==> config.mk <==
export PLATFORM = sky130hd
export DESIGN_NAME = integer_to_radix_ascii
export DESIGN_NICKNAME = d
export VERILOG_FILES = /design/src/itora_pkg.sv /design/src/itora_divider.sv /design/src/itora_stack.sv /design/src/itora_sequencer.sv /design/src/integer_to_radix_ascii.sv
export SDC_FILE = /design/constraint.sdc
export NUM_CORES = 1
export LEC_CHECK = 0
export BUFFER_PORTS_ARGS = -buffer_cell sky130_fd_sc_hd__buf_2
export CAP_MARGIN = 10
export CELL_PAD_IN_SITES_DETAIL_PLACEMENT = 1
export CELL_PAD_IN_SITES_GLOBAL_PLACEMENT = 1
export CORE_MARGIN = 4
export CORE_UTILIZATION = 50
export DETAILED_ROUTE_END_ITERATION = 16
export PLACE_DENSITY = 0.87
export SLEW_MARGIN = 10
export SYNTH_ARGS = -nofsm -noshare
export SYNTH_HDL_FRONTEND = slang
export SYNTH_SLANG_ARGS = --single-unit
==> constraint.sdc <==
create_clock -name clk_i -period 3.9 [get_ports clk_i]
set_input_delay 0.195 -clock clk_i [delete_from_list [all_inputs] [get_ports clk_i]]
set_output_delay 0.195 -clock clk_i [all_outputs]
set_load 0.01 [all_outputs]
==> src/itora_pkg.sv <==
// ----------------------------------------------------------------------------
// itora_pkg
// Types, constants, microcode and the digit glyph function of the converter.
// ----------------------------------------------------------------------------
package itora_pkg;

  localparam int unsigned VALUE_BITS_DEF = 32;
  localparam int unsigned MAX_DIGITS_DEF = 32;

  localparam int unsigned RADIX_W = 6;
  localparam int unsigned CHAR_W  = 7;
  localparam int unsigned PC_W    = 3;
  localparam int unsigned APB_AW  = 3;
  localparam int unsigned APB_DW  = 32;

  localparam logic [APB_AW-1:0]  REG_RADIX_ADDR = 3'd0;
  localparam logic [RADIX_W-1:0] RADIX_RESET    = 6'd10;
  localparam logic [RADIX_W-1:0] RADIX_MIN      = 6'd2;
  localparam logic [RADIX_W-1:0] RADIX_MAX      = 6'd36;
  localparam logic [RADIX_W-1:0] RADIX_DECIMAL  = 6'd10;

  localparam logic [CHAR_W-1:0] ASCII_MINUS = 7'd45;
  localparam logic [CHAR_W-1:0] ASCII_ZERO  = 7'd48;
  localparam logic [CHAR_W-1:0] ASCII_NINE  = 7'd57;
  localparam logic [CHAR_W-1:0] ASCII_A     = 7'd65;
  localparam logic [CHAR_W-1:0] ASCII_Z     = 7'd90;

  typedef enum logic [2:0] {
    OP_NOP,
    OP_LOAD,
    OP_DIV_START,
    OP_STORE,
    OP_SIGN,
    OP_POP,
    OP_EMIT
  } op_e;

  typedef enum logic [1:0] {
    WAIT_NONE,
    WAIT_INPUT,
    WAIT_DIV,
    WAIT_OUT
  } wait_e;

  typedef enum logic [1:0] {
    JMP_NEVER,
    JMP_ALWAYS,
    JMP_QUOT_NZ,
    JMP_COUNT_NZ
  } jcond_e;

  typedef struct packed {
    op_e              op;
    wait_e            wait_on;
    jcond_e           jcond;
    logic [PC_W-1:0]  target;
  } uword_t;

  // Datapath status seen by the sequencer.
  typedef struct packed {
    logic in_valid;
    logic div_done;
    logic out_free;
    logic quot_nz;
    logic count_nz;
  } status_t;

  // Sequencer command to the datapath.
  typedef struct packed {
    op_e  op;
    logic fire;
  } cmd_t;

  // Program: load, divide per digit, emit sign, pop and emit digits.
  function automatic uword_t ucode(logic [PC_W-1:0] pc);
    uword_t w;
    w = '{op: OP_NOP, wait_on: WAIT_NONE, jcond: JMP_ALWAYS, target: 3'd0};
    unique case (pc)
      3'd0: w = '{op: OP_LOAD,      wait_on: WAIT_INPUT, jcond: JMP_NEVER,    target: 3'd0};
      3'd1: w = '{op: OP_DIV_START, wait_on: WAIT_NONE,  jcond: JMP_NEVER,    target: 3'd0};
      3'd2: w = '{op: OP_STORE,     wait_on: WAIT_DIV,   jcond: JMP_QUOT_NZ,  target: 3'd1};
      3'd3: w = '{op: OP_SIGN,      wait_on: WAIT_OUT,   jcond: JMP_NEVER,    target: 3'd0};
      3'd4: w = '{op: OP_POP,       wait_on: WAIT_NONE,  jcond: JMP_NEVER,    target: 3'd0};
      3'd5: w = '{op: OP_EMIT,      wait_on: WAIT_OUT,   jcond: JMP_COUNT_NZ, target: 3'd4};
      3'd6: w = '{op: OP_NOP,       wait_on: WAIT_NONE,  jcond: JMP_ALWAYS,   target: 3'd0};
      default: w = '{op: OP_NOP, wait_on: WAIT_NONE, jcond: JMP_ALWAYS, target: 3'd0};
    endcase
    return w;
  endfunction

  function automatic logic [CHAR_W-1:0] glyph(logic [RADIX_W-1:0] d);
    logic [CHAR_W-1:0] c;
    if (d < RADIX_DECIMAL) begin
      c = ASCII_ZERO + CHAR_W'(d);
    end else begin
      c = ASCII_A + CHAR_W'(d - RADIX_DECIMAL);
    end
    return c;
  endfunction

endpackage

==> src/itora_divider.sv <==
// ----------------------------------------------------------------------------
// itora_divider
// Restoring serial divider, one quotient bit per cycle, by a 6-bit radix.
// ----------------------------------------------------------------------------
module itora_divider import itora_pkg::*; #(
  parameter int unsigned VALUE_BITS = VALUE_BITS_DEF
) (
  input  logic                  clk_i,
  input  logic                  rst_ni,
  input  logic                  start_i,
  input  logic [VALUE_BITS-1:0] dividend_i,
  input  logic [RADIX_W-1:0]    divisor_i,
  output logic                  done_o,
  output logic [VALUE_BITS-1:0] quot_o,
  output logic [RADIX_W-1:0]    rem_o
);

  localparam int unsigned CW = (VALUE_BITS > 1) ? $clog2(VALUE_BITS) : 1;
  localparam logic [CW-1:0] LAST_BIT = CW'(VALUE_BITS - 1);

  logic                  busy_q, busy_d;
  logic                  done_q, done_d;
  logic [CW-1:0]         cnt_q, cnt_d;
  logic [VALUE_BITS-1:0] quot_q, quot_d;
  logic [RADIX_W-1:0]    rem_q, rem_d;
  logic [RADIX_W-1:0]    div_q, div_d;
  logic [RADIX_W:0]      trial;
  logic                  ge;

  // The partial remainder stays below the divisor, so it fits in six bits.
  assign trial = {rem_q, quot_q[VALUE_BITS-1]};
  assign ge    = trial >= {1'b0, div_q};

  always_comb begin
    busy_d = busy_q;
    done_d = 1'b0;
    cnt_d  = cnt_q;
    quot_d = quot_q;
    rem_d  = rem_q;
    div_d  = div_q;
    if (start_i) begin
      busy_d = 1'b1;
      cnt_d  = '0;
      quot_d = dividend_i;
      rem_d  = '0;
      div_d  = divisor_i;
    end else if (busy_q) begin
      quot_d = {quot_q[VALUE_BITS-2:0], ge};
      rem_d  = ge ? RADIX_W'(trial - {1'b0, div_q}) : trial[RADIX_W-1:0];
      cnt_d  = cnt_q + 1'b1;
      if (cnt_q == LAST_BIT) begin
        busy_d = 1'b0;
        done_d = 1'b1;
      end
    end
  end

  always_ff @(posedge clk_i or negedge rst_ni) begin
    if (!rst_ni) begin
      busy_q <= 1'b0;
      done_q <= 1'b0;
      cnt_q  <= '0;
    end else begin
      busy_q <= busy_d;
      done_q <= done_d;
      cnt_q  <= cnt_d;
    end
  end

  always_ff @(posedge clk_i) begin
    quot_q <= quot_d;
    rem_q  <= rem_d;
    div_q  <= div_d;
  end

  assign done_o = done_q;
  assign quot_o = quot_q;
  assign rem_o  = rem_q;

endmodule

==> src/itora_stack.sv <==
// ----------------------------------------------------------------------------
// itora_stack
// Digit memory: one write port, one read port with registered read data.
// ----------------------------------------------------------------------------
module itora_stack import itora_pkg::*; #(
  parameter int unsigned MAX_DIGITS = MAX_DIGITS_DEF
) (
  input  logic                          clk_i,
  input  logic                          we_i,
  input  logic [$clog2(MAX_DIGITS)-1:0] waddr_i,
  input  logic [RADIX_W-1:0]            wdata_i,
  input  logic                          re_i,
  input  logic [$clog2(MAX_DIGITS)-1:0] raddr_i,
  output logic [RADIX_W-1:0]            rdata_o
);

  logic [RADIX_W-1:0] mem_q [MAX_DIGITS];
  logic [RADIX_W-1:0] rdata_q;

  always_ff @(posedge clk_i) begin
    if (we_i) begin
      mem_q[waddr_i] <= wdata_i;
    end
  end

  always_ff @(posedge clk_i) begin
    if (re_i) begin
      rdata_q <= mem_q[raddr_i];
    end
  end

  assign rdata_o = rdata_q;

endmodule

==> src/itora_sequencer.sv <==
// ----------------------------------------------------------------------------
// itora_sequencer
// Step counter over the microcode table, with wait and jump conditions.
// ----------------------------------------------------------------------------
module itora_sequencer import itora_pkg::*; (
  input  logic    clk_i,
  input  logic    rst_ni,
  input  status_t status_i,
  output cmd_t    cmd_o
);

  logic [PC_W-1:0] pc_q, pc_d;
  uword_t          uw;
  logic            fire;
  logic            jump;

  assign uw = ucode(pc_q);

  always_comb begin
    unique case (uw.wait_on)
      WAIT_NONE:  fire = 1'b1;
      WAIT_INPUT: fire = status_i.in_valid;
      WAIT_DIV:   fire = status_i.div_done;
      WAIT_OUT:   fire = status_i.out_free;
      default:    fire = 1'b0;
    endcase
  end

  always_comb begin
    unique case (uw.jcond)
      JMP_NEVER:    jump = 1'b0;
      JMP_ALWAYS:   jump = 1'b1;
      JMP_QUOT_NZ:  jump = status_i.quot_nz;
      JMP_COUNT_NZ: jump = status_i.count_nz;
      default:      jump = 1'b0;
    endcase
  end

  always_comb begin
    pc_d = pc_q;
    if (fire) begin
      pc_d = jump ? uw.target : pc_q + 1'b1;
    end
  end

  always_ff @(posedge clk_i or negedge rst_ni) begin
    if (!rst_ni) begin
      pc_q <= '0;
    end else begin
      pc_q <= pc_d;
    end
  end

  assign cmd_o = '{op: uw.op, fire: fire};

endmodule

==> src/integer_to_radix_ascii.sv <==
// Steps: load the value, one serial division per digit, the sign, then a pop and
// an emit per character while the output is taken, and a return to the load step.
// One number is in work at a time; the next is taken once its last character
// has entered the output register and the sequencer has passed its return step.
// Reset is asynchronous, active low: the radix returns to ten, step counter and
// valid clear.
// ----------------------------------------------------------------------------
// integer_to_radix_ascii
// Microcoded converter of an integer (signed in decimal, unsigned in other radices) to its ASCII text in a radix 2..36.
// ----------------------------------------------------------------------------
module integer_to_radix_ascii import itora_pkg::*; #(
  parameter int unsigned VALUE_BITS = VALUE_BITS_DEF,
  parameter int unsigned MAX_DIGITS = MAX_DIGITS_DEF
) (
  input  logic                                clk_i,
  input  logic                                rst_ni,
  // value
  input  logic [((VALUE_BITS + 7) / 8) * 8-1:0] s_axis_tdata,
  input  logic                                s_axis_tvalid,
  output logic                                s_axis_tready,
  // character, then zero fill
  output logic [7:0]                          m_axis_tdata,
  output logic                                m_axis_tlast,
  output logic                                m_axis_tvalid,
  input  logic                                m_axis_tready,
  input  logic                                psel,
  input  logic                                penable,
  input  logic                                pwrite,
  input  logic [APB_AW-1:0]                   paddr,
  input  logic [APB_DW-1:0]                   pwdata,
  output logic [APB_DW-1:0]                   prdata,
  output logic                                pready
);

  localparam int unsigned IDX_W = $clog2(MAX_DIGITS);
  localparam int unsigned CNT_W = $clog2(MAX_DIGITS + 1);
  localparam logic [CNT_W-1:0] LIMIT_POS = CNT_W'(MAX_DIGITS);
  localparam logic [CNT_W-1:0] LIMIT_NEG = CNT_W'(MAX_DIGITS - 1);

  logic [RADIX_W-1:0]    radix_q;
  logic [RADIX_W-1:0]    radix_eff;
  logic [VALUE_BITS-1:0] value;
  logic                  in_neg;
  logic [VALUE_BITS-1:0] in_mag;

  logic [VALUE_BITS-1:0] mag_q, mag_d;
  logic                  neg_q, neg_d;
  logic [CNT_W-1:0]      count_q, count_d;
  logic [CNT_W-1:0]      count_dec;
  logic [CNT_W-1:0]      limit;

  logic                  out_valid_q, out_valid_d;
  logic [CHAR_W-1:0]     out_char_q, out_char_d;
  logic                  out_last_q, out_last_d;
  logic                  out_free;
  logic                  out_load;

  logic                  div_start;
  logic                  div_done;
  logic [VALUE_BITS-1:0] div_quot;
  logic [RADIX_W-1:0]    div_rem;

  logic                  st_we;
  logic                  st_re;
  logic [RADIX_W-1:0]    st_rdata;

  status_t               status;
  cmd_t                  cmd;
  logic                  cfg_wr;

  // Configuration port
  assign pready = 1'b1;
  assign cfg_wr = psel && penable && pwrite && pready && (paddr == REG_RADIX_ADDR);
  assign prdata = (paddr == REG_RADIX_ADDR) ? APB_DW'(radix_q) : '0;

  always_ff @(posedge clk_i or negedge rst_ni) begin
    if (!rst_ni) begin
      radix_q <= RADIX_RESET;
    end else if (cfg_wr) begin
      radix_q <= pwdata[RADIX_W-1:0];
    end
  end

  // Out-of-range radix settings saturate to the nearest legal base.
  always_comb begin
    if (radix_q < RADIX_MIN) begin
      radix_eff = RADIX_MIN;
    end else if (radix_q > RADIX_MAX) begin
      radix_eff = RADIX_MAX;
    end else begin
      radix_eff = radix_q;
    end
  end

  assign value  = s_axis_tdata[VALUE_BITS-1:0];
  assign in_neg = (radix_eff == RADIX_DECIMAL) && value[VALUE_BITS-1];
  assign in_mag = in_neg ? ({VALUE_BITS{1'b0}} - value) : value;

  assign out_free  = !out_valid_q || m_axis_tready;
  assign limit     = neg_q ? LIMIT_NEG : LIMIT_POS;
  assign count_dec = count_q - 1'b1;

  assign status = '{
    in_valid: s_axis_tvalid,
    div_done: div_done,
    out_free: out_free,
    quot_nz:  |div_quot,
    count_nz: count_q != '0
  };

  itora_sequencer u_seq (
    .clk_i    (clk_i),
    .rst_ni   (rst_ni),
    .status_i (status),
    .cmd_o    (cmd)
  );

  itora_divider #(
    .VALUE_BITS (VALUE_BITS)
  ) u_div (
    .clk_i      (clk_i),
    .rst_ni     (rst_ni),
    .start_i    (div_start),
    .dividend_i (mag_q),
    .divisor_i  (radix_eff),
    .done_o     (div_done),
    .quot_o     (div_quot),
    .rem_o      (div_rem)
  );

  itora_stack #(
    .MAX_DIGITS (MAX_DIGITS)
  ) u_stack (
    .clk_i   (clk_i),
    .we_i    (st_we),
    .waddr_i (count_q[IDX_W-1:0]),
    .wdata_i (div_rem),
    .re_i    (st_re),
    .raddr_i (count_dec[IDX_W-1:0]),
    .rdata_o (st_rdata)
  );

  // Datapath decode of the current control word.
  always_comb begin
    s_axis_tready = 1'b0;
    div_start     = 1'b0;
    st_we         = 1'b0;
    st_re         = 1'b0;
    out_load      = 1'b0;
    out_char_d    = out_char_q;
    out_last_d    = out_last_q;
    mag_d         = mag_q;
    neg_d         = neg_q;
    count_d       = count_q;
    unique case (cmd.op)
      OP_NOP: begin
      end
      OP_LOAD: begin
        s_axis_tready = 1'b1;
        if (cmd.fire) begin
          mag_d   = in_mag;
          neg_d   = in_neg;
          count_d = '0;
        end
      end
      OP_DIV_START: begin
        div_start = cmd.fire;
      end
      OP_STORE: begin
        if (cmd.fire) begin
          mag_d = div_quot;
          // Digits beyond the result limit are dropped, most significant first.
          if (count_q < limit) begin
            st_we   = 1'b1;
            count_d = count_q + 1'b1;
          end
        end
      end
      OP_SIGN: begin
        if (cmd.fire && neg_q) begin
          out_load   = 1'b1;
          out_char_d = ASCII_MINUS;
          out_last_d = 1'b0;
        end
      end
      OP_POP: begin
        if (cmd.fire) begin
          st_re   = 1'b1;
          count_d = count_dec;
        end
      end
      OP_EMIT: begin
        if (cmd.fire) begin
          out_load   = 1'b1;
          out_char_d = glyph(st_rdata);
          out_last_d = (count_q == '0);
        end
      end
      default: begin
      end
    endcase
  end

  always_comb begin
    if (out_load) begin
      out_valid_d = 1'b1;
    end else if (m_axis_tready) begin
      out_valid_d = 1'b0;
    end else begin
      out_valid_d = out_valid_q;
    end
  end

  always_ff @(posedge clk_i or negedge rst_ni) begin
    if (!rst_ni) begin
      out_valid_q <= 1'b0;
      count_q     <= '0;
      neg_q       <= 1'b0;
    end else begin
      out_valid_q <= out_valid_d;
      count_q     <= count_d;
      neg_q       <= neg_d;
    end
  end

  always_ff @(posedge clk_i) begin
    mag_q      <= mag_d;
    out_char_q <= out_char_d;
    out_last_q <= out_last_d;
  end

  assign m_axis_tvalid = out_valid_q;
  assign m_axis_tdata  = {1'b0, out_char_q};
  assign m_axis_tlast  = out_last_q;

endmodule

* After elaboration in Yosys (flattened, before gate mapping)
Memory sizes are Yosys's and may differ from the RTL's. A register that Yosys moved wholly into a read port is not among the register bits. Index checks and enable logic that the tools add are counted.
Storage, ports and cells: register bits after elaboration 108, memory bits (writable) 192, word-level logic and storage cells 125, memories 1
Memory list:
- u_stack.mem_q | words 32, width 6, rd ports 1, clocked after memory_dff 1, wr ports 1, line itora_stack.sv:17 | logic [RADIX_W-1:0] mem_q [MAX_DIGITS];
Cells by class: add/sub/neg operators 9, order comparisons 5, eq/ne operators 25, mux-type cells 48, reduce and logical (&&, ||, !) cells 23
Operators with widths (number):
- 2-to-1 mux 32 bit | 5
- one-hot mux 32 bit (2 select lines) | 1
- one-hot mux 10 bit (6 select lines) | 1
- 2-to-1 mux 6 bit | 9
- OR reduction 32 bit | 1
- subtractor 1 x 32 -> 32 bit, first input constant | 1
- 2-to-1 mux 7 bit | 3
- 2-to-1 mux 1 bit | 20
- one-hot mux 6 bit (3 select lines) | 1
- equality test 3 bit, second input constant | 5
- one-hot mux 7 bit (2 select lines) | 1
- equality test 3 x 2 -> 1 bit, second input constant | 4
- 2-to-1 mux 5 bit | 2
- equality test 2 bit, second input constant | 4
- inequality test 2 x 1 -> 1 bit, second input constant | 4
- one-hot mux 1 bit (4 select lines) | 2
- nonzero test 2 bit | 4
- adder 6 x 6 -> 7 bit, first input constant | 1
- adder 7 bit, first input constant | 1
- >= comparator 7 x 6 -> 1 bit | 1
- subtractor 6 x 4 -> 7 bit, second input constant | 1
- adder 6 x 1 -> 6 bit, second input constant | 1
- equality test 3 x 1 -> 1 bit, second input constant | 2
- equality test 6 x 4 -> 1 bit, second input constant | 1
- 24 further kinds | 34

* Logic depth before layout (Yosys ltp)
Gate-level depths: netlist (run 1).
depth in word-level cells 8, mapped depth 12, depth with buffers taken out 9

* Cells and area by module
Synthesis (run 1) repeated with hierarchy kept, for this count alone.
Second synthesis, totals: cell total of the unflattened synthesis 957, area, all modules 14283.7 µm²
By module, submodules not included:
- itora_stack | times used 1, cells an instance 323, area each 7649.8 µm², sequential area each 5945.7 µm²
- integer_to_radix_ascii | times used 1, cells an instance 418, area each 3848.7 µm², sequential area each 1554.0 µm²
- itora_divider | times used 1, cells an instance 177, area each 2421.1 µm², sequential area each 1436.4 µm²
- itora_sequencer | times used 1, cells an instance 39, area each 364.1 µm², sequential area each 75.1 µm²

* Worst setup path after synthesis (run 1)
No wires, ideal clock.
kind register to register, from register count_q[0], to register u_stack.rdata_q[0] (netlist: u_stack.rdata_o[0]), read port of u_stack.mem_q (data pin), library setup time 260 ps, arrival 2688 ps, data required time 3640 ps, slack 952 ps, cell stages (with the launch flop) 10, buffers on the path 4, clock period less this slack 2948 ps, cells stage by stage dfrtp_1 -> buf_6 -> buf_2 -> inv_1 -> ha_1 -> clkbuf_1 -> buf_1 -> mux4_2 -> mux4_2 -> mux2_2
Between the ends: longest elaborated chain between the ends 1
RTL lines:
- start: declaration | line integer_to_radix_ascii.sv:48 | logic [CNT_W-1:0] count_q, count_d;
- start signal: assignment | line integer_to_radix_ascii.sv:221 | count_q <= count_d;
- subtractor 6 x 1 -> 6 bit | line integer_to_radix_ascii.sv:101 | assign count_dec = count_q - 1'b1;
- end: declaration | line itora_stack.sv:18 | logic [RADIX_W-1:0] rdata_q;
Every way passes these cells. A chain may end at the register's enable or synchronous reset.

* Final worst setup path (run 1)
from register u_seq.pc_q[2], to memory u_stack.mem_q[18][3], enable pin
Between the ends: longest elaborated chain between the ends 8
RTL lines:
- start: declaration | line itora_sequencer.sv:12 | logic [PC_W-1:0] pc_q, pc_d;
- start signal: assignment | line itora_sequencer.sv:50 | pc_q <= pc_d;
- equality test 3 bit, or another cell as far along | line itora_pkg.sv:78 | unique case (pc)
- one-hot mux 10 bit (6 select lines) (*) | line itora_pkg.sv:78
- equality test 2 bit, or another cell as far along | line itora_sequencer.sv:20 | unique case (uw.wait_on)
- one-hot mux 1 bit (4 select lines) | line itora_sequencer.sv:20
- 2-to-1 mux 1 bit | line integer_to_radix_ascii.sv:170 | if (cmd.fire) begin
- 2-to-1 mux 1 bit (*) | line integer_to_radix_ascii.sv:155 | unique case (cmd.op)
- 2-to-1 mux 1 bit (*) | line itora_stack.sv:21 | if (we_i) begin
- 2-to-1 mux 1 bit (not written as such) (*) | line itora_stack.sv:22 | mem_q[waddr_i] <= wdata_i;
- end: declaration | line itora_stack.sv:17
Every way passes the cells marked *; elsewhere a longest branch is shown, timed or not.

==> results of run 1 <==
-- power groups by stage --
stage / Sequential, uW / Combinational, uW / Clock (uW)
after CTS: 5210 / 5000 / 3130
after detailed placement: 5250 / 4880 / 0
after global placement: 5180 / 4530 / 0
after global routing: 5270 / 5410 / 3290
final: 5220 / 5030 / 3090
after floorplan: 5220 / 3220 / 0
-- cells in the mapped netlist (all sizes together), types with 2 or more instances --
library cell,n
dfstp,2
o22ai,3
mux2,12
o31a,2
o41ai,4
nand4,6
buf,52
or4,4
mux2i,5
nand2b,7
o21ai,54
dfxtp,6
a31oi,10
mux4,60
o21bai,2
o211a,2
xor2,19
a211o,3
a21o,3
and2,10
nor4,12
nand3b,3
a21boi,2
conb,2
a211oi,3
and3,5
nor2b,8
ha,28
nor3,16
o21a,5
clkbuf,20
inv,27
nand2,157
o211ai,2
dfrtp,22
nand3,12
or3,8
a21oi,31
nor2,68
edfxtp,276
o31ai,8
xnor2,22
-- cell families (layout without fill, tap and decap cells) --
logic type	after synthesis	count (layout)	share of synthesized area
other cells	2	28	0.000530
mux	77	77	0.108
simple gates	319	319	0.103
fa+ha+maj	30	30	0.0268
xor+xnor	41	41	0.0253
buf+inv	99	183	0.0359
compound gates	141	141	0.0636
flops	306	306	0.636
-- worst min path at each step --
stage                     depth (start not counted)        startpoint             to
after floorplan                                   0            rst_ni     count_q[0]
final                                             3     m_axis_tready  m_axis_tvalid
after CTS                                         3     m_axis_tready  m_axis_tvalid
after global routing                              3  s_axis_tdata[30]      mag_q[30]
after detailed placement                          1            rst_ni     radix_q[5]
after global placement                            1            rst_ni     radix_q[5]
-- metrics by stage --
step / total power, uW / hold WS (ns) / instances / area, um^2
final: 13300 / 0.0792 / 1503 / 16000
after global routing: 14000 / 0.0853 / 1503 / 16000
after CTS: 13300 / 0.0636 / 1503 / 16000
after detailed placement: 10100 / 0.262 / 1435 / 14900
after global placement: 9720 / 0.257 / 1435 / 14900
after floorplan: 8440 / -0.101 / 1041 / 14300
-- flip-flops by register name, summed over array words and instances, names as in the netlist, 3 cells and up --
signal,cells
u_div.quot_o,32
u_seq.pc_q,3
u_stack.mem_q,192
u_stack.rdata_o,6
u_div.div_q,6
count_q,6
out_char_q,7
radix_q,6
mag_q,32
u_div.cnt_q,5
u_div.rem_o,6
-- what timing repair did --
action | 4_1_cts | 5_1_grt
hold endpoints to repair | 28 | 0
setup endpoints to repair | 0 | 0
hold buffers | 7 | 0
-- routing by layer --
layer  track usage  share of wire  vias to the layer above
met1         0.301           0.39                     4679
li1              -              -                     3917
met2         0.427           0.53                      344
met5             0              0                        -
met3        0.0347          0.051                       90
met4        0.0812          0.033                        0
-- critical path: cells and delay by family (launching register included) --
family	cells	cell delay (ns)
DFF	1	0.51
adders and majority gates	1	0.41
buffers and inverters	1	0.11
AOI/OAI and AO/OA	2	0.52
and+or+nand+nor	4	1.75
-- final cells by class --
cell class	count	share of cell area
Sequential cell	306	0.563
Multi-Input combinational cell	636	0.297
Clock buffer	43	0.0599
Timing Repair Buffer	95	0.0366
Tap cell	378	0.0295
Clock inverter	18	0.00719
Inverter	27	0.00633
==> qor.yml, run 1 <==
worst_setup_path:
  worstPathRequired_ns: 4.03
  r2r_start: "u_seq.pc_q[2]"
  crit_top_cell: "nor3_1"
  ff2ff_path_depth: 8
  setup.worst_path.end: "u_stack.mem_q[18][3]"
  cp-startpoint: "u_seq.pc_q[2]"
  crit_arrival_ns: 3.80
  endpoint_kind: "flip-flop"
  rr_endpoint: "u_stack.mem_q[18][3]"
  startpoint_type: "flip-flop"
  slowest_delay_ns: 0.63
  crit_slowest_cell: "nor2_1"
  r2r_setup_slack_ns: 0.23
  worst-path-max-fanout: 13
  path_cells: "inv_1 -> ha_1 -> nor3_1 -> o21bai_1 -> a21boi_0 -> nor3_1 -> nand2_1 -> nor2_1"
  criticalPathCategory: "flip-flop to flip-flop"
power_and_ir_drop:
  power_leakage_uw: 0.00577
  p_per_area_nw_per_um2: 833
  ir_drop_uv: 489
  power.share.clock: 0.231
  p_int_uw: 8460
  netSwitchingPower_uw: 4870
  combPwrFrac: 0.377
  sw_frac_of_total: 0.365
  pwr-share-seq: 0.391
final_layout:
  n_antenna_cell: 0
  syn_to_final_growth_pct: 13.0
  most-common-layout-cells: "edfxtp_1 (276), nand2_1 (157), nor2_1 (68), buf_2 (63), mux4_2 (60)"
  multi_input_area_um2: 4760
  fill_cells: 2691
  drive_gt1_frac: 0.204
  regArea_um2: 9010
  layout.nets: 1203
  post-route-util: 0.575
  final_common_cell: "edfxtp_1"
routing:
  first_iter_violations: 926
  firstDrtPassIters: 7
  wire_per_inst_um: 24.7
  vias: 9030
  remaining_drc_errors: 0
  totalWireLength_um: 37100
  drt.antenna.violating_nets: 0
  vias_per_cell: 6.01
sta:
  rsz0062_at_grt: "no"
  setup_tns_ns: 0
  fin_ws_ns: 0.230
  fin_crit_ns: 3.67
  setup_viol: 0
  drv_slew: 0
  skew_ns: 0.0135
  finalHoldViolCount: 0
  relSlewSlack: 0.419
  tightest_slew_ns: 0.868
  fmaxAchievable_ghz: 0.273
  fin_crit_sh: 0.941
cts:
  root_buffer: "clkbuf_16"
  clkTransAtPathRegs_ns: 0.06
  h-tree-depth: 2
  cts.sinks: 306
  numCtsBuffers: 34
  cts_max_path_buffers: 3
  cts_setup_buffers: 0
  cts_tree: "done"
  clock_latency_ns: 0.50
  cts.repair.resized: 0
global_routing:
  grt_use_total: 0.239
  antenna_found_initial: 0
  grt_max_degree: 57
  grt_overflow: 0
  grt_pass1_wl_um: 57400
  grt_pass1_vias: 9857
synthesis:
  synthTopCellsByArea: "edfxtp_1 (58%), mux4_2 (9.5%), nand2_1 (4.2%), dfrtp_1 (3.9%), ha_1 (2.5%)"
  synth_area_leader_cell: "edfxtp_1"
  synth.avg_cell_area_um2: 14.0
  yosys.area.top_type_share: 0.585
  ys_seq_elements: 306
  synth.distinct_cells: 64
  netlist_area_um2: 14200
  synth_warnings: 0
  ys.flop_type: "edfxtp_1"
  synth_edf_count: 276
  async_flop_share: 0.0784
  ys_seq_area_frac: 0.636
  netlist_instances: 1015
floorplan:
  rows: 61
  ios: 118
  die_y_um: 176
  core_um2: 27900
  dieArea_um2: 31100
  chipWidth_um: 176
  start_util: 0.509
placement:
  dp_hpwl_um: 24100
  port_buffers: 63
  place_ws_ns: 0.285
  gp_congestion: 0.847
flow_run:
  maxCapViolations: 0
outcome:
  status: "finished, final reports clean"
worst_hold_path:
  min_path_type: "primary input to flip-flop"
No activity file was read; power rests on OpenSTA's default activity.
==> inputs of run 2 (changes only) <==
CORE_UTILIZATION = 52   (was 50)
CTS_BUF_LIST = sky130_fd_sc_hd__clkbuf_8   (was not set)
PLACE_DENSITY = 0.9   (was 0.87)
==> run 2 against run 1 <==
Compared with the run above:
- combinational power grew 0.8%
- count of clock-buffer cells in the layout up 11
- register-to-register slack worse by 0.13 ns
- critical endpoint is now u_stack.mem_q[5][1]
- largest power group unchanged
- highest routed layer unchanged
==> qor.yml, run 2 (synthesized netlist as in run 1, its figures left out) <==
floorplan:
  ios: 118  # unchanged
  die_y_um: 173  # -1.9%
  rows: 60  # -1.6%
  core_um2: 26900  # -3.5%
  chipWidth_um: 173  # -1.9%
  dieArea_um2: 30000  # -3.7%
  start_util: 0.527  # +0.0186
sta:
  tightest_slew_ns: 1.13  # +0.262 ns
  finalHoldViolCount: 0  # unchanged
  fin_crit_sh: 0.974  # +0.0329
  setup_viol: 0  # unchanged
  skew_ns: 0.0302  # +0.0166 ns
  fmaxAchievable_ghz: 0.263  # -3.4%
  relSlewSlack: 0.243  # -0.176
  rsz0062_at_grt: "yes"
  setup_tns_ns: 0  # unchanged
  fin_ws_ns: 0.102  # -0.128 ns
  fin_crit_ns: 3.80  # +0.128 ns
  drv_slew: 0  # unchanged
worst_setup_path:
  endpoint_kind: "flip-flop"
  worst-path-max-fanout: 13  # unchanged
  crit_arrival_ns: 3.99  # +0.19 ns
  r2r_setup_slack_ns: 0.10  # -0.13 ns
  startpoint_type: "flip-flop"
  path_buf_inv: 1  # unchanged
  crit_family: "simple AND/OR/NAND/NOR gates"
  slowest_delay_ns: 0.59  # -0.04 ns
  worstPathRequired_ns: 4.09  # +0.06 ns
  crit_slowest_cell: "nor2_1"
  criticalPathCategory: "flip-flop to flip-flop"
  crit_top_cell: "nor3_1"
  path_cells: "inv_1 -> ha_1 -> nor3_1 -> o21bai_1 -> a21boi_0 -> nor3_1 -> nand2_1 -> nor2_1"
routing:
  totalWireLength_um: 37400  # +0.67%
  vias_per_cell: 6.10  # +1.5%
  vias: 9121  # +1.0%
  firstDrtPassIters: 5  # -2
  drt.antenna.violating_nets: 0  # unchanged
  remaining_drc_errors: 0  # unchanged
  wire_per_inst_um: 25.0  # +1.1%
  first_iter_violations: 887  # -4.2%
final_layout:
  layout.nets: 1218  # +1.2%
  syn_to_final_growth_pct: 11.8
  top_register: "u_stack.mem_q"
  largest_reg_flops: 192  # unchanged
  n_antenna_cell: 0  # unchanged
  drive_gt1_frac: 0.217  # +0.0129
  fill_cells: 2613  # -2.9%
  final_area_um2: 15800  # -1.1%
  final_cells: 1496  # -0.47%
  final_common_cell: "edfxtp_1"
  most-common-layout-cells: "edfxtp_1 (276), nand2_1 (157), buf_2 (63), mux4_2 (60), nor2_1 (57)"
outcome:
  status: "finished, final reports clean"
global_routing:
  grt_pass1_vias: 9927  # +0.71%
  grt_use_total: 0.249  # +0.00949
  grt_max_degree: 57  # unchanged
  grt_overflow: 0  # unchanged
  antenna_found_initial: 0  # unchanged
  grt_pass1_wl_um: 58000  # +1.1%
cts:
  cts_max_path_buffers: 3  # unchanged
  cts_tree: "done"
  cts.sinks: 306  # unchanged
  numCtsBuffers: 48  # +41%
  clkTransAtPathRegs_ns: 0.06  # about the same
  h-tree-depth: 2  # unchanged
  clock_latency_ns: 0.58  # +0.08 ns
  cts_setup_buffers: 0  # unchanged
  root_buffer: "clkbuf_8"
placement:
  port_buffers: 63  # unchanged
  dp_cells: 1394  # -2.9%
  placed_area_um2: 14800  # -0.51%
  place_ws_ns: 0.146  # -0.139 ns
  gp_congestion: 0.820  # -3.2%
  dp_hpwl_um: 24300  # +0.75%
power_and_ir_drop:
  total_power_uw: 12900  # -3.6%
  p_per_area_nw_per_um2: 812  # -2.5%
  ir_drop_uv: 367  # -25%
  power_leakage_uw: 0.00572  # -0.76%
flow_run:
  maxCapViolations: 0  # unchanged
worst_hold_path:
  min_path_type: "primary input to flip-flop"
run 2: power by group:
group	leakage (uW)	total [uW]	switching [uW]	internal (uW)
sequential	0.00293	5220	444	4780
combinational	0.00230	5070	3190	1880
clock	0.000495	2570	1300	1270
total	0.00572	12900	4930	7930
run 2: area by class of cell:
class	instances	area, um^2	area share
flip-flops and latches	306	9010	0.569
multi-input cells	636	4790	0.303
clock buffers	54	743	0.0469
repair buffers	96	606	0.0382
well taps	341	427	0.0269
clock inverters	36	154	0.00972
inverters	27	101	0.00640
run 2: timing repair:
item | 4_1_cts | 5_1_grt
hold buffers | 12 | 0
hold endpoints to repair | 33 | 0
gates resized for setup | 0 | 11
setup endpoints to repair | 0 | 168
run 2: worst register-to-register path: cells and delay by family, from the launching register on:
kind	cells	cell delay [ns]
AND/OR/NAND/NOR	4	1.80
AO/OA/AOI/OAI	2	0.52
buffers and inverters	1	0.14
flip-flops	1	0.53
adder cells (fa/ha/maj)	1	0.43
run 2: routing by layer:
metal  share of wire  wire length (um)  track usage
met5               0                 0            0
met3           0.064              2400       0.0516
met1            0.38             14100        0.302
met4           0.036              1330       0.0931
met2            0.52             19500        0.441
run 2: worst paths after layout:
| kind | start | endpoint | cells past startpoint |
|---|---|---|---|
| setup reg to reg | u_seq.pc_q[2] | u_stack.mem_q[5][1] | 8 |
| max in group asynchronous | rst_ni | count_q[0] | 2 |
| setup / recovery | u_seq.pc_q[2] | u_stack.mem_q[5][1] | 8 |
| hold / removal | s_axis_tdata[29] | mag_q[29] | 3 |
| min in group asynchronous | rst_ni | u_div.cnt_q[3] | 2 |
| hold reg to reg | mag_q[26] | u_div.quot_o[26] | 2 |
run 2: through the flow:
stage	util	hold WS, ns
2_1_floorplan	-	-0.101
3_3_place_gp	0.550	0.264
3_5_place_dp	0.550	0.265
4_1_cts	0.588	0.00132
5_1_grt	0.589	0.0479
6_report	0.589	0.0352
==> inputs of run 3 (changes only) <==
CORE_UTILIZATION = 25   (was 52)
PLACE_DENSITY = 0.53   (was 0.9)
==> run 3 against run 2 <==
Compared with the run above:
- sequential power decreased by 2%
- via count shrank 6.9%
- non-clock buffer count is 7 higher
- count of clock-buffer cells in the layout grew 1
- total power fell by 1.5%
- core utilization fell by 30 points
- wire length fell by 8.3%
- global-route usage shrank 14 points
- sequential cell count stayed put
- clock skew down 0.0052 ns
- critical path type unchanged
- clock power grew 4%
==> qor.yml, run 3 (synthesized netlist as in run 1, its figures left out) <==
final_layout:
  layout.nets: 1228  # +0.82%
  final_common_cell: "edfxtp_1"
  largest_reg_flops: 192  # unchanged
  most-common-layout-cells: "edfxtp_1 (276), nand2_1 (157), nor2_1 (66), buf_2 (63), mux4_2 (60)"
  top_register: "u_stack.mem_q"
  regArea_um2: 9010  # unchanged
  drive_gt1_frac: 0.215  # -0.00242
  fill_cells: 6129  # +130%
  syn_to_final_growth_pct: 16.1
  final_area_um2: 16400  # +3.8%
  multi_input_area_um2: 4770  # -0.47%
sta:
  fin_crit_ns: 3.60  # -0.196 ns
  tightest_slew_ns: 0.801  # -0.329 ns
  relSlewSlack: 0.466  # +0.223
  finalHoldViolCount: 0  # unchanged
  fin_ws_ns: 0.298  # +0.196 ns
  skew_ns: 0.0250  # -0.00516 ns
  hold_ws_ns: 0.0431  # +0.00797 ns
  fin_crit_sh: 0.923  # -0.0504
  fmaxAchievable_ghz: 0.278  # +5.5%
  setup_viol: 0  # unchanged
  drv_slew: 0  # unchanged
floorplan:
  rows: 87  # +45%
  die_y_um: 246  # +42%
  chipWidth_um: 246  # +42%
  start_util: 0.252  # -0.275
  dieArea_um2: 60600  # +100%
  ios: 118  # unchanged
  core_um2: 56300  # +110%
placement:
  dp_hpwl_um: 22800  # -6.0%
  gp_congestion: 0.749  # -8.6%
  port_buffers: 63  # unchanged
  place_ws_ns: 0.278  # +0.132 ns
  placed_area_um2: 15400  # +3.9%
global_routing:
  grt_pass1_vias: 8893  # -10%
  grt_pass1_wl_um: 53600  # -7.6%
  grt_max_degree: 57  # unchanged
  antenna_found_initial: 1  # +1
  grt_use_total: 0.113  # -0.136
  grt_overflow: 0  # unchanged
power_and_ir_drop:
  ir_drop_uv: 398  # +8.4%
  p_per_area_nw_per_um2: 770  # -5.1%
  power_leakage_uw: 0.00581  # +1.6%
worst_setup_path:
  endpoint_kind: "flip-flop"
  startpoint_type: "flip-flop"
  worst-path-max-fanout: 13  # unchanged
  crit_arrival_ns: 3.80  # -0.19 ns
  criticalPathCategory: "flip-flop to flip-flop"
  r2r_start: "u_seq.pc_q[2]"
  cp-startpoint: "u_seq.pc_q[2]"
  worstPathRequired_ns: 4.10  # about the same
cts:
  cts_setup_buffers: 0  # unchanged
  clock_latency_ns: 0.59  # about the same
  numCtsBuffers: 51  # +6.3%
  root_buffer: "clkbuf_8"
  clkTransAtPathRegs_ns: 0.06  # about the same
  cts.sinks: 306  # unchanged
  cts_max_path_buffers: 3  # unchanged
  cts_tree: "done"
  h-tree-depth: 2  # unchanged
routing:
  drt.antenna.violating_nets: 0  # unchanged
  first_iter_violations: 375  # -58%
  wire_per_inst_um: 17.8  # -29%
  vias: 8488  # -6.9%
  vias_per_cell: 4.41  # -28%
  totalWireLength_um: 34300  # -8.3%
  firstDrtPassIters: 7  # +2
  remaining_drc_errors: 0  # unchanged
worst_hold_path:
  min_from: "s_axis_tdata[30]"
  min_path_type: "primary input to flip-flop"
flow_run:
  maxCapViolations: 0  # unchanged
outcome:
  status: "finished, final reports clean"
-- run 3: changes by cell type in the layout (fill, tap and decap cells not counted), moves of 2 or more --
| cell | delta |
|---|---|
| buf_4 | +8 |
| clkinv_1 | -2 |
| diode_2 | +2 |
| inv_1 | +7 |
| nor2_1 | +9 |
| nor2_2 | -9 |
-- run 3: worst paths after layout --
check / end / slack, ns / cells after the start
worst max register to register: u_stack.mem_q[17][0] / 0.30 / 8
min in group asynchronous: count_q[1] / 0.20 / 2
max in group asynchronous: count_q[0] / 3.19 / 2
worst min register to register: u_div.quot_o[26] / 0.51 / 2
worst max-delay path: u_stack.mem_q[17][0] / 0.30 / 8
worst min-delay path: mag_q[30] / 0.04 / 3
-- run 3: layer usage --
layer | GRT usage | wire [um] | up-vias
met5 | 0 | 0 | -
met4 | 0.0280 | 476 | 0
met3 | 0.0192 | 1320 | 39
met2 | 0.181 | 16300 | 143
met1 | 0.160 | 16200 | 4318
li1 | - | - | 3988
-- run 3: layout make-up --
type | instances | share of cell area
flip-flops and latches | 306 | 0.548
multi-input cells | 636 | 0.290
well taps | 756 | 0.0575
clock buffers | 55 | 0.0460
repair buffers | 103 | 0.0399
clock inverters | 41 | 0.0120
inverters | 27 | 0.00616
diodes | 2 | 0.000304
-- run 3: worst max-delay path: stages, from the launching register on --
cell and delay, ns:
dfrtp_1 0.52, inv_1 0.11, ha_1 0.37, nor3_1 0.11, o21bai_1 0.26, a21boi_0 0.20, nor3_1 0.54, nand2_1 0.48
nor2_1 0.63
-- run 3: metrics by stage --
stage | util | setup TNS [ns] | cells | power [uW]
finish | 0.292 | 0 | 1926 | 12700
global route | 0.292 | -0.127 | 1925 | 13600
CTS | 0.292 | 0 | 1924 | 12900
detailed placement | 0.273 | 0 | 1817 | 10200
global placement | 0.273 | 0 | 1817 | 10100
floorplan | - | 0 | 1041 | 8440
-- run 3: repair_timing --
action / 4_1_cts / 5_1_grt
gates resized for setup: 0 / 2
endpoints found under the setup margin: 0 / 6
hold buffers: 11 / 0
hold endpoints to repair: 32 / 0
-- run 3: power by group --
group          switching, uW  internal, uW  total, uW
clock                   1310          1370       2680
sequential               349          4780       5130
combinational           2990          1880       4870
